--- src/design/igd_pkg.sv ---
// Package: payload types and shared parameters for the int4 group dequantiser.
package igd_pkg;

  localparam int unsigned NibW = 4;
  localparam int unsigned MagW = 8;
  localparam int unsigned ManW = 24;
  localparam int unsigned ProdW = MagW + ManW;

  typedef struct packed {
    logic [7:0]  packed_byte;
    logic [7:0]  zero_point;
    logic [31:0] scale_bits;
  } igd_in_t;

  typedef struct packed {
    logic [15:0] even_value;
    logic [15:0] odd_value;
  } igd_out_t;

  // Special-case classification of one lane, decided in the first stage.
  typedef enum logic [1:0] {
    LaneNorm = 2'd0,
    LaneZero = 2'd1,
    LaneInf  = 2'd2,
    LaneFix  = 2'd3
  } igd_kind_e;

endpackage

--- src/design/igd_lane.sv ---
// One dequantisation lane: exact difference times fp32 scale, registered in stages 1 and 2.
module igd_lane import igd_pkg::*; (
  input  logic                 clk_i,
  input  logic [1:0]           en_i,
  input  logic [NibW-1:0]      nib_i,
  input  logic [7:0]           zp_i,
  input  logic [31:0]          scale_i,
  output logic [15:0]          val_o
);

  // Stage 1: difference magnitude, scale unpacked and normalised, class.
  logic            sgn_d, sgn_q;
  logic [MagW-1:0] mag_d, mag_q;
  logic [ManW-1:0] man_d, man_q;
  logic signed [10:0] exp_d, exp_q;
  igd_kind_e       kind_d, kind_q;
  logic [31:0]     fix_d, fix_q;

  logic signed [9:0] diff;
  logic [7:0]  se;
  logic [22:0] sf;
  logic [4:0]  lz;
  logic [ManW-1:0] nm;

  always_comb begin
    diff = signed'({6'd0, nib_i}) - signed'({2'd0, zp_i});
    se = scale_i[30:23];
    sf = scale_i[22:0];
    sgn_d = scale_i[31] ^ diff[9];
    mag_d = diff[9] ? MagW'(-diff) : MagW'(diff);
    lz = 5'd0;
    for (int k = 22; k >= 0; k--) begin
      if (sf[k] && lz == 5'd0 && !(|(sf >> (k + 1)))) lz = 5'(22 - k);
    end
    nm = {1'b0, sf} << (lz + 5'd1);
    if (se == 8'd0) begin
      man_d = nm;
      exp_d = -11'sd127 - signed'({6'd0, lz});
    end else begin
      man_d = {1'b1, sf};
      exp_d = signed'({3'd0, se}) - 11'sd127;
    end
    fix_d = '0;
    if (se == 8'hFF && sf != '0) begin
      kind_d = LaneFix;
      fix_d = scale_i | 32'h0040_0000;
    end else if (se == 8'hFF) begin
      if (mag_d == '0) begin
        kind_d = LaneFix;
        fix_d = 32'hFFC0_0000;
      end else begin
        kind_d = LaneInf;
      end
    end else if (mag_d == '0 || (se == 8'd0 && sf == '0)) begin
      kind_d = LaneZero;
    end else begin
      kind_d = LaneNorm;
    end
  end

  // Stage 2: integer product.
  logic            sgn2_q;
  logic [ProdW-1:0] prod_q;
  logic signed [10:0] exp2_q;
  igd_kind_e       kind2_q;
  logic [31:0]     fix2_q;

  // Stage 3: normalise, round, pack.
  logic [5:0]  p_lz;
  logic [ProdW-1:0] pn;
  logic signed [11:0] e;
  logic [ProdW-1:0] shd;
  logic [5:0]  rs;
  logic        sticky;
  logic [24:0] mr;
  logic [31:0] res;
  logic [31:0] res_d, res_q;

  always_comb begin
    p_lz = 6'd0;
    for (int k = ProdW - 1; k >= 0; k--) begin
      if (prod_q[k] && !(|(prod_q >> (k + 1)))) p_lz = 6'(ProdW - 1 - k);
    end
    pn = prod_q << p_lz;
    // value = pn * 2^(exp - 23 + 31 - 31): leading bit of pn has weight exp+8-p_lz
    e = 12'(exp2_q) + 12'sd8 - signed'({6'd0, p_lz});
    shd = pn;
    sticky = 1'b0;
    if (e < -12'sd126) begin
      rs = (e < -12'sd160) ? 6'd34 : 6'(-12'sd126 - e);
      for (int k = 0; k < ProdW; k++) begin
        if (k < rs && pn[k]) sticky = 1'b1;
      end
      shd = (rs >= 6'd32) ? '0 : (pn >> rs);
      e = -12'sd127;
    end
    // shd[31:8] mantissa (with leading), bit 7 guard, rest sticky
    sticky = sticky | (|shd[6:0]);
    mr = {1'b0, shd[31:8]} +
         25'(shd[7] && (sticky || shd[8]));
    if (mr[24]) begin
      mr = mr >> 1;
      e = e + 12'sd1;
    end
    if (e == -12'sd127 && mr[23]) e = -12'sd126;
    if (e > 12'sd127) begin
      res = {sgn2_q, 8'hFF, 23'd0};
    end else if (e == -12'sd127) begin
      res = {sgn2_q, 8'd0, mr[22:0]};
    end else begin
      res = {sgn2_q, 8'(e + 12'sd127), mr[22:0]};
    end
    case (kind2_q)
      LaneZero: res_d = {sgn2_q, 31'd0};
      LaneInf:  res_d = {sgn2_q, 8'hFF, 23'd0};
      LaneFix:  res_d = fix2_q;
      default:  res_d = res;
    endcase
  end

  always_ff @(posedge clk_i) begin
    if (en_i[0]) begin
      sgn_q <= sgn_d; mag_q <= mag_d; man_q <= man_d;
      exp_q <= exp_d; kind_q <= kind_d; fix_q <= fix_d;
    end
    if (en_i[1]) begin
      sgn2_q <= sgn_q; prod_q <= ProdW'(mag_q) * ProdW'(man_q);
      exp2_q <= exp_q; kind2_q <= kind_q; fix2_q <= fix_q;
    end
  end

  // Final register sits in the top level enable domain (third stage).
  assign res_q = res_d;
  assign val_o = res_q[31:16];

endmodule

--- src/design/int4_group_dequant_to_bf16.sv ---
// Top level: streaming AWQ int4 group dequantiser to bfloat16.
// Input channel (in_valid_i / in_stall_o / in_data_i) takes one packed weight
// byte with its group zero point and fp32 scale; output channel
// (out_valid_o / out_stall_i / out_data_o) returns two bfloat16 values.
// Each lane computes (nibble - zero) * scale as an exact fp32 multiply with
// round-to-nearest-even, then keeps the upper 16 bits.
// The result passes through the stage 1, stage 2 and output registers before
// it is presented on out_data_o.
// Throughput: one request per cycle while the output is not stalled; the 8x24
// mantissa multiplier in stage 2 sets the stage depth.
// Each stage advances when it is empty or the stage after it moves, so a
// stall at the output holds every full stage and loses nothing. The input is
// stalled only when the whole pipeline is full and the output is stalled.
// Reset clears all valid bits; payload registers are not reset.
module int4_group_dequant_to_bf16 import igd_pkg::*; (
  input  logic     clk_i,
  input  logic     rst_ni,
  input  logic     in_valid_i,
  output logic     in_stall_o,
  input  igd_in_t  in_data_i,
  output logic     out_valid_o,
  input  logic     out_stall_i,
  output igd_out_t out_data_o
);

  logic [2:0] vld_q;
  logic [2:0] adv;
  logic [15:0] ev, od;
  igd_out_t out_q;

  assign adv[2] = !vld_q[2] || !out_stall_i;
  assign adv[1] = !vld_q[1] || adv[2];
  assign adv[0] = !vld_q[0] || adv[1];
  assign in_stall_o = !adv[0];

  igd_lane u_even (
    .clk_i, .en_i(adv[1:0]), .nib_i(in_data_i.packed_byte[3:0]),
    .zp_i(in_data_i.zero_point), .scale_i(in_data_i.scale_bits), .val_o(ev)
  );
  igd_lane u_odd (
    .clk_i, .en_i(adv[1:0]), .nib_i(in_data_i.packed_byte[7:4]),
    .zp_i(in_data_i.zero_point), .scale_i(in_data_i.scale_bits), .val_o(od)
  );

  always_ff @(posedge clk_i or negedge rst_ni) begin
    if (!rst_ni) begin
      vld_q <= '0;
    end else begin
      if (adv[0]) vld_q[0] <= in_valid_i;
      if (adv[1]) vld_q[1] <= vld_q[0];
      if (adv[2]) vld_q[2] <= vld_q[1];
    end
  end

  always_ff @(posedge clk_i) begin
    if (adv[2]) out_q <= '{even_value: ev, odd_value: od};
  end

  assign out_valid_o = vld_q[2];
  assign out_data_o = out_q;

endmodule

--- config.mk ---
export PLATFORM = sky130hd
export DESIGN_NAME = int4_group_dequant_to_bf16
export DESIGN_NICKNAME = d
export VERILOG_FILES = /design/src/design/igd_pkg.sv /design/src/design/igd_lane.sv /design/src/design/int4_group_dequant_to_bf16.sv
export SDC_FILE = /design/constraint.sdc
export NUM_CORES = 2
export LEC_CHECK = 0
export BUFFER_PORTS_ARGS = -buffer_cell sky130_fd_sc_hd__buf_4
export CORE_MARGIN = 5
export CORE_UTILIZATION = 38
export CTS_CLUSTER_DIAMETER = 80
export DETAILED_ROUTE_END_ITERATION = 10
export HOLD_SLACK_MARGIN = 0.15
export PLACE_DENSITY = 0.54
export SLEW_MARGIN = 20
export SYNTH_ARGS = -nofsm -noshare
export SYNTH_HDL_FRONTEND = slang
export SYNTH_SLANG_ARGS = --single-unit
--- constraint.sdc ---
create_clock -name clk_i -period 10.95 [get_ports clk_i]
set_input_delay 1.095 -clock clk_i [delete_from_list [all_inputs] [get_ports clk_i]]
set_output_delay 1.095 -clock clk_i [all_outputs]
set_load 0.05 [all_outputs]
* After elaboration in Yosys (flattened, before gate mapping)
Index checks and enable logic that the tools add are counted. Widths: inputs -> output; s select.
Storage, ports and cells: register bits 301, input port bits 52, output and inout port bits 34, logic and storage cells 705
Operators by class: add/sub/neg operators 18, $mul 2, magnitude comparators 72, equality and inequality tests 11, shift operators 5, muxes and demuxes 186, bitwise logic cells 4, reduce and logical (&&, ||, !) cells 380
Operators by type and width (number):
- $mux 6 | 62
- $mux 32 | 10
- $lt 5x6->1 const A | 32
- $pmux 32 s3 | 2
- $logic_and 1x1->1 | 175
- $mux 31 | 4
- $logic_not 5->1 | 21
- $mux 5 | 21
- $lt 4x6->1 const A | 16
- $logic_not 1->1 | 89
- $mux 1 | 73
- $mux 12 | 6
- $reduce_or 22->1 | 3
- $mul 8x24->32 | 2
- $shl 32x6->32 | 2
- $shr 32x6->32 | 2
- $reduce_or 21->1 | 3
- $reduce_or 31->1 | 2
- $reduce_or 20->1 | 3
- $reduce_or 30->1 | 2
- $reduce_or 29->1 | 2
- $reduce_or 19->1 | 3
- $reduce_or 28->1 | 2
- $reduce_or 18->1 | 3
- other kinds (55) | 138

* Longest topological paths before layout
word-level depth 90, mapped depth 42

* Cells and area by module
From an unflattened synthesis, not the netlist that was laid out.
Unflattened totals: cells, all modules 4525, area total of the unflattened synthesis 37886.3 um2
By module, submodules not included:
- igd_lane (u_odd) | times used 1, cells an instance 2221, area each 18456.5 um2
- igd_lane (u_even) | times used 1, cells an instance 2262, area each 18341.3 um2
- int4_group_dequant_to_bf16 | times used 1, cells an instance 42, area each 1088.5 um2

* Worst setup path before layout
Ideal clock, no wire load.
path type register -> register, start point reg u_even.prod_q[28], end point reg out_q, in the netlist out_data_o[27], data pin, setup time 0.157 ns, arrival 8.969 ns, data required time 10.793 ns, slack 1.824 ns, cell stages (with the launch flop) 42, buffers on the path 9, cell sequence edfxtp_1 -> buf_2 -> or4_4 -> nor4_4 -> nand2_2 -> a21o_1 -> o21a_1 -> buf_4 -> inv_2 -> buf_4 -> buf_4 -> buf_2 -> ha_1 -> fa_1 -> nor2b_1 -> o31a_1 -> or2_2 -> xnor2_1 -> [... 6 more ...] -> o22ai_1 -> nor2_1 -> o221ai_1 -> o2111ai_1 -> a2111oi_4 -> buf_4 -> nand3_1 -> xor2_1 -> and3b_1 -> nand4_1 -> and3b_1 -> or2_1 -> ha_1 -> a211o_1 -> nor3_1 -> a31oi_1 -> a31o_2 -> a32oi_1
On the way: word-level cells in the longest chain between the ends 81
Ends and longest elaborated chain:
- from (decl) | RTL line igd_lane.sv:63 | logic [ProdW-1:0] prod_q;
- from (signal assigned) | RTL line igd_lane.sv:127 | sgn2_q <= sgn_q; prod_q <= ProdW'(mag_q) * ProdW'(man_q);
- $reduce_or 4->1 | RTL line igd_lane.sv:82 | if (prod_q[k] && !(|(prod_q >> (k + 1)))) p_lz = 6'(ProdW - 1 - k);
- $logic_not 1->1 | RTL line igd_lane.sv:82
- $logic_and 1x1->1 | RTL line igd_lane.sv:82
- $mux 6 (28 in series) | RTL line igd_lane.sv:82
- $sub 12x7->12 | RTL line igd_lane.sv:86 | e = 12'(exp2_q) + 12'sd8 - signed'({6'd0, p_lz});
- $lt 12x9->1 or $sub 3x6->6 (tied branches) | RTL line igd_lane.sv:90 | rs = (e < -12'sd160) ? 6'd34 : 6'(-12'sd126 - e);
- $mux 6 | RTL line igd_lane.sv:90
- $lt 1x6->1 | RTL line igd_lane.sv:92 | if (k < rs && pn[k]) sticky = 1'b1;
- [... 39 more ...]
- $eq 12x8->1 | RTL line igd_lane.sv:105 | if (e == -12'sd127 && mr[23]) e = -12'sd126;
- $logic_and 1x1->1 | RTL line igd_lane.sv:105
- $mux 12 (*) | RTL line igd_lane.sv:105
- $add 8x8->8 or $eq 12x8->1 (tied branches) | RTL line igd_lane.sv:111, igd_lane.sv:108
- $mux 31 | RTL line igd_lane.sv:108 | end else if (e == -12'sd127) begin
- $mux 31 (*) | RTL line igd_lane.sv:106 | if (e > 12'sd127) begin
- $pmux 32 s3 (*) | RTL line igd_lane.sv:113 | case (kind2_q)
- via ev[11] | RTL line int4_group_dequant_to_bf16.sv:28 | logic [15:0] ev, od;
- to (signal assigned) | RTL line int4_group_dequant_to_bf16.sv:56 | if (adv[2]) out_q <= '{even_value: ev, odd_value: od};
- to (decl) | RTL line int4_group_dequant_to_bf16.sv:29 | igd_out_t out_q;
Mark *: on every way through the listed nets, which the timed path passes. The rest lies on a longest branch. A chain may end at the register's enable or synchronous reset.

* Worst setup path in the final report
Ends and elaborated chain as after synthesis.

==> results by group <==
Global route
  • Number of global-route vias before repair: between 30000 and 40000
  • Largest net degree at the start of global routing: 82
  • Initial antenna violation count: 0
  • First-pass GRT wire length: about 190000 um
  • Grt ovf: 0
  • Total Routing Usage GR: 0.246

Clock tree
  • Clock root cell: clkbuf_16
  • Clock buffer depth: 3
  • Num CTS Buffers: 29
  • Insertion delay to the later sink of the worst-skew pair: around 0.60 ns
  • CTS H-tree depth: 1
  • Setup bufs post-CTS: 0
  • Post-cts sizing count: 0
  • CTS Sinks: approximately 220
  • CTS clk-pin slew, worst paths: approximately 0.060 ns
  • CTS tree: yes
  • # hold bufs at CTS: 0

Placement
  • DP HPWL: 94500 um
  • Post-placement cell area: 0.0353 mm^2
  • Number of I/O port buffers: 85
  • RD Place Congestion: a little under 1

Finish
  • Proportion of layout cells with a drive suffix above 1: 0.0856
  • Multi-input gate area: 0.0247 mm^2
  • Nets: 4459
  • Fillers: ~9000
  • Area delta synth->final: 8.61%
  • Ant diodes: 0
  • Post-route cell area: approximately 0.036 mm^2
  • Register Area: 0.00656 mm^2

Detailed routing
  • Vias post-DR: around 31000
  • 1st-pass router iterations: 6
  • Drt initial violations: about 2700
  • DRC viols: 0
  • Detail Route Antenna Nets: 0
  • Vias per std cell: roughly 6
  • DRT Wirelength: ~120000 um
  • Per-cell routed wire length: between 20 and 25 um

STA
  • Setup violators final: 0
  • Setup TNS: 0 ns
  • Slew Limit Fails: 0
  • Max_slew headroom: 0.196
  • Endpoints failing hold: 0
  • Unrepaired setup endpoints after global routing: false
  • Final Cycle Share: 0.911
  • Fin crit period: between 9 and 10 ns
  • Least-Margin Pin Slew: approximately 1.2 ns
  • Worst clock skew: roughly 0.018 ns
  • Fmax: roughly 100 MHz

Die
  • # IOs: 86
  • Die area: about 0.094 mm^2
  • Die width: 307 um
  • Core area: around 0.087 mm^2
  • Site Rows: 108
  • Initial core utilization: 0.384
  • Die span in y: a little over 300 um

Yosys
  • Yosys warning total: 0
  • Post-Syn Area: between 0.03 and 0.04 mm^2
  • EDFF count, synth: 216
  • Seq cells post-synth: roughly 220
  • Post-synthesis sequential area ratio: 0.196
  • Asr flop ratio synth: 0.0137
  • Synthesized net count: around 4500
  • Ys flop type: edfxtp_1
  • Post-Syn Instances: between 4000 and 5000
  • Avg Inst Size Synth: 8.33 um^2
  • Netlist cell types: around 130

Worst setup path
  • CP endpoint kind: register
  • R2R cell count: 33
  • Critical Path Max Stage Delay: approximately 0.8 ns
  • Worst endpoint required time: between 10 and 15 ns
  • Setup crit end: out_data_o[27]
  • Critical Path Source Type: register
  • RR Endpoint: out_data_o[27]
  • Reg2reg setup slack: 0.97 ns
  • Most used cell, CP: nand4_1
  • R2R Path Start: u_even.prod_q[28]
  • CP max stage cell: a21o_1
  • Worst Path Max Fanout: 26
  • Crit path DAT: between 10 and 15 ns
  • Crit path kind: register to register
  • CP startpoint: u_even.prod_q[28]

Hold path
  • Hold WC Path Type: input pin to async pin

Flow run
  • Max-cap violations: 0

Status
  • Status: completed
==> worst max-delay path: cells and delay by family, from the launching register on <==
kind	cells	cell delay [ns]
flip-flops	1	0.50
AO/OA/AOI/OAI	14	3.75
buffers and inverters	2	0.57
AND/OR/NAND/NOR	13	3.69
adder cells (fa/ha/maj)	2	0.69
XOR/XNOR	2	0.53
==> cells by family (layout without fill, tap and decap cells) <==
kind of cell | Yosys count | count (layout) | synth area share
AO/OA/AOI/OAI | 966 | 966 | 0.205
XOR/XNOR | 130 | 130 | 0.0345
adder cells (fa/ha/maj) | 410 | 410 | 0.214
buffers and inverters | 569 | 575 | 0.0678
flip-flops | 219 | 219 | 0.196
multiplexers | 153 | 153 | 0.0486
AND/OR/NAND/NOR | 1567 | 1567 | 0.234
==> area by class of cell <==
cell class,instances,share of cell area
Sequential cell,219,0.181
Clock buffer,32,0.0203
Multi-Input combinational cell,3226,0.680
Tap cell,1155,0.0398
Timing Repair Buffer,165,0.0342
Inverter,356,0.0369
Clock inverter,22,0.00858
==> worst min-delay path by stage <==
stage | cells after the start | slack, ns | from | to
after floorplan | 0 | 0.40 | u_even.fix_q[16] | u_even.fix2_q[16]
after global placement | 0 | 0.40 | u_even.kind_q[1] | u_even.kind2_q[1]
after detailed placement | 0 | 0.40 | u_even.fix_q[29] | u_even.fix2_q[29]
after CTS | 1 | 0.25 | rst_ni | vld_q[0]
after global routing | 1 | 0.26 | rst_ni | vld_q[0]
final | 1 | 0.28 | rst_ni | vld_q[0]
==> cell usage after synthesis (all sizes together) (47+ instances only) <==
master | instances | area [um^2]
nand2 | 487 | 1850
xor2 | 49 | 429
edfxtp | 216 | 6490
a21oi | 175 | 887
nand3 | 158 | 818
nor2 | 305 | 1160
o21ai | 160 | 808
o211ai | 59 | 443
inv | 355 | 1340
fa | 268 | 5370
xnor2 | 80 | 701
a211oi | 47 | 393
ha | 142 | 1780
mux2i | 131 | 1310
buf | 58 | 348
nor4 | 54 | 420
nor3 | 109 | 567
and2 | 214 | 1340
clkbuf | 155 | 582
o22ai | 50 | 313
==> routing by layer <==
layer | wire [um] | track usage | vias to the layer above
met5 | 0 | 0 | -
met4 | 3810 | 0.0666 | 0
met3 | 8010 | 0.0308 | 239
met2 | 55200 | 0.399 | 1277
met1 | 53200 | 0.349 | 15400
li1 | - | - | 14400
==> stage by stage <==
| step | worst slack [ns] | utilization | std cells | hold WS (ns) |
|---|---|---|---|---|
| after CTS | 0.878 | 0.417 | 5175 | 0.248 |
| after global routing | 0.273 | 0.417 | 5175 | 0.258 |
| after detailed placement | 0.879 | 0.405 | 5121 | 0.405 |
| after floorplan | 1.82 | - | 4014 | 0.400 |
| final | 0.974 | 0.417 | 5175 | 0.282 |
| after global placement | 0.993 | 0.405 | 5121 | 0.400 |
==> registers in the layout, summed over array words and instances, names as in the netlist <==
name	cells
u_even.mag_q	8
u_odd.sgn_q	1
u_odd.sgn2_q	1
u_even.prod_q	32
out_data_o	32
u_even.kind_q	2
u_odd.kind2_q	1
u_odd.man_q	24
u_even.fix_q	16
u_even.kind2_q	2
u_odd.kind_q	1
u_odd.exp2_q	9
u_odd.fix_q	10
u_odd.prod_q	32
u_odd.fix2_q	10
vld_q	3
u_odd.mag_q	8
u_even.fix2_q	16
u_even.sgn2_q	1
u_even.sgn_q	1
u_odd.exp_q	9
==> layout by cell type (no fill, tap or decap), types with 42 or more instances in the layout <==
master	netlist	routed
a31oi_1	45	45
ha_1	142	142
nor3_1	106	104
nor4_1	45	45
a21oi_1	172	170
edfxtp_1	216	216
mux2i_1	131	131
buf_4	11	164
nand3_1	154	153
o21ai_0	149	148
o22ai_1	50	50
xnor2_1	80	79
and2_1	208	208
nor2_1	301	301
a211oi_1	42	42
nand2_1	482	482
fa_1	268	268
xor2_1	49	49
inv_1	348	348
o211ai_1	59	59
Power is not shown: default switching activity piles up to over one toggle a cycle in this logic, so the estimate is an artifact.
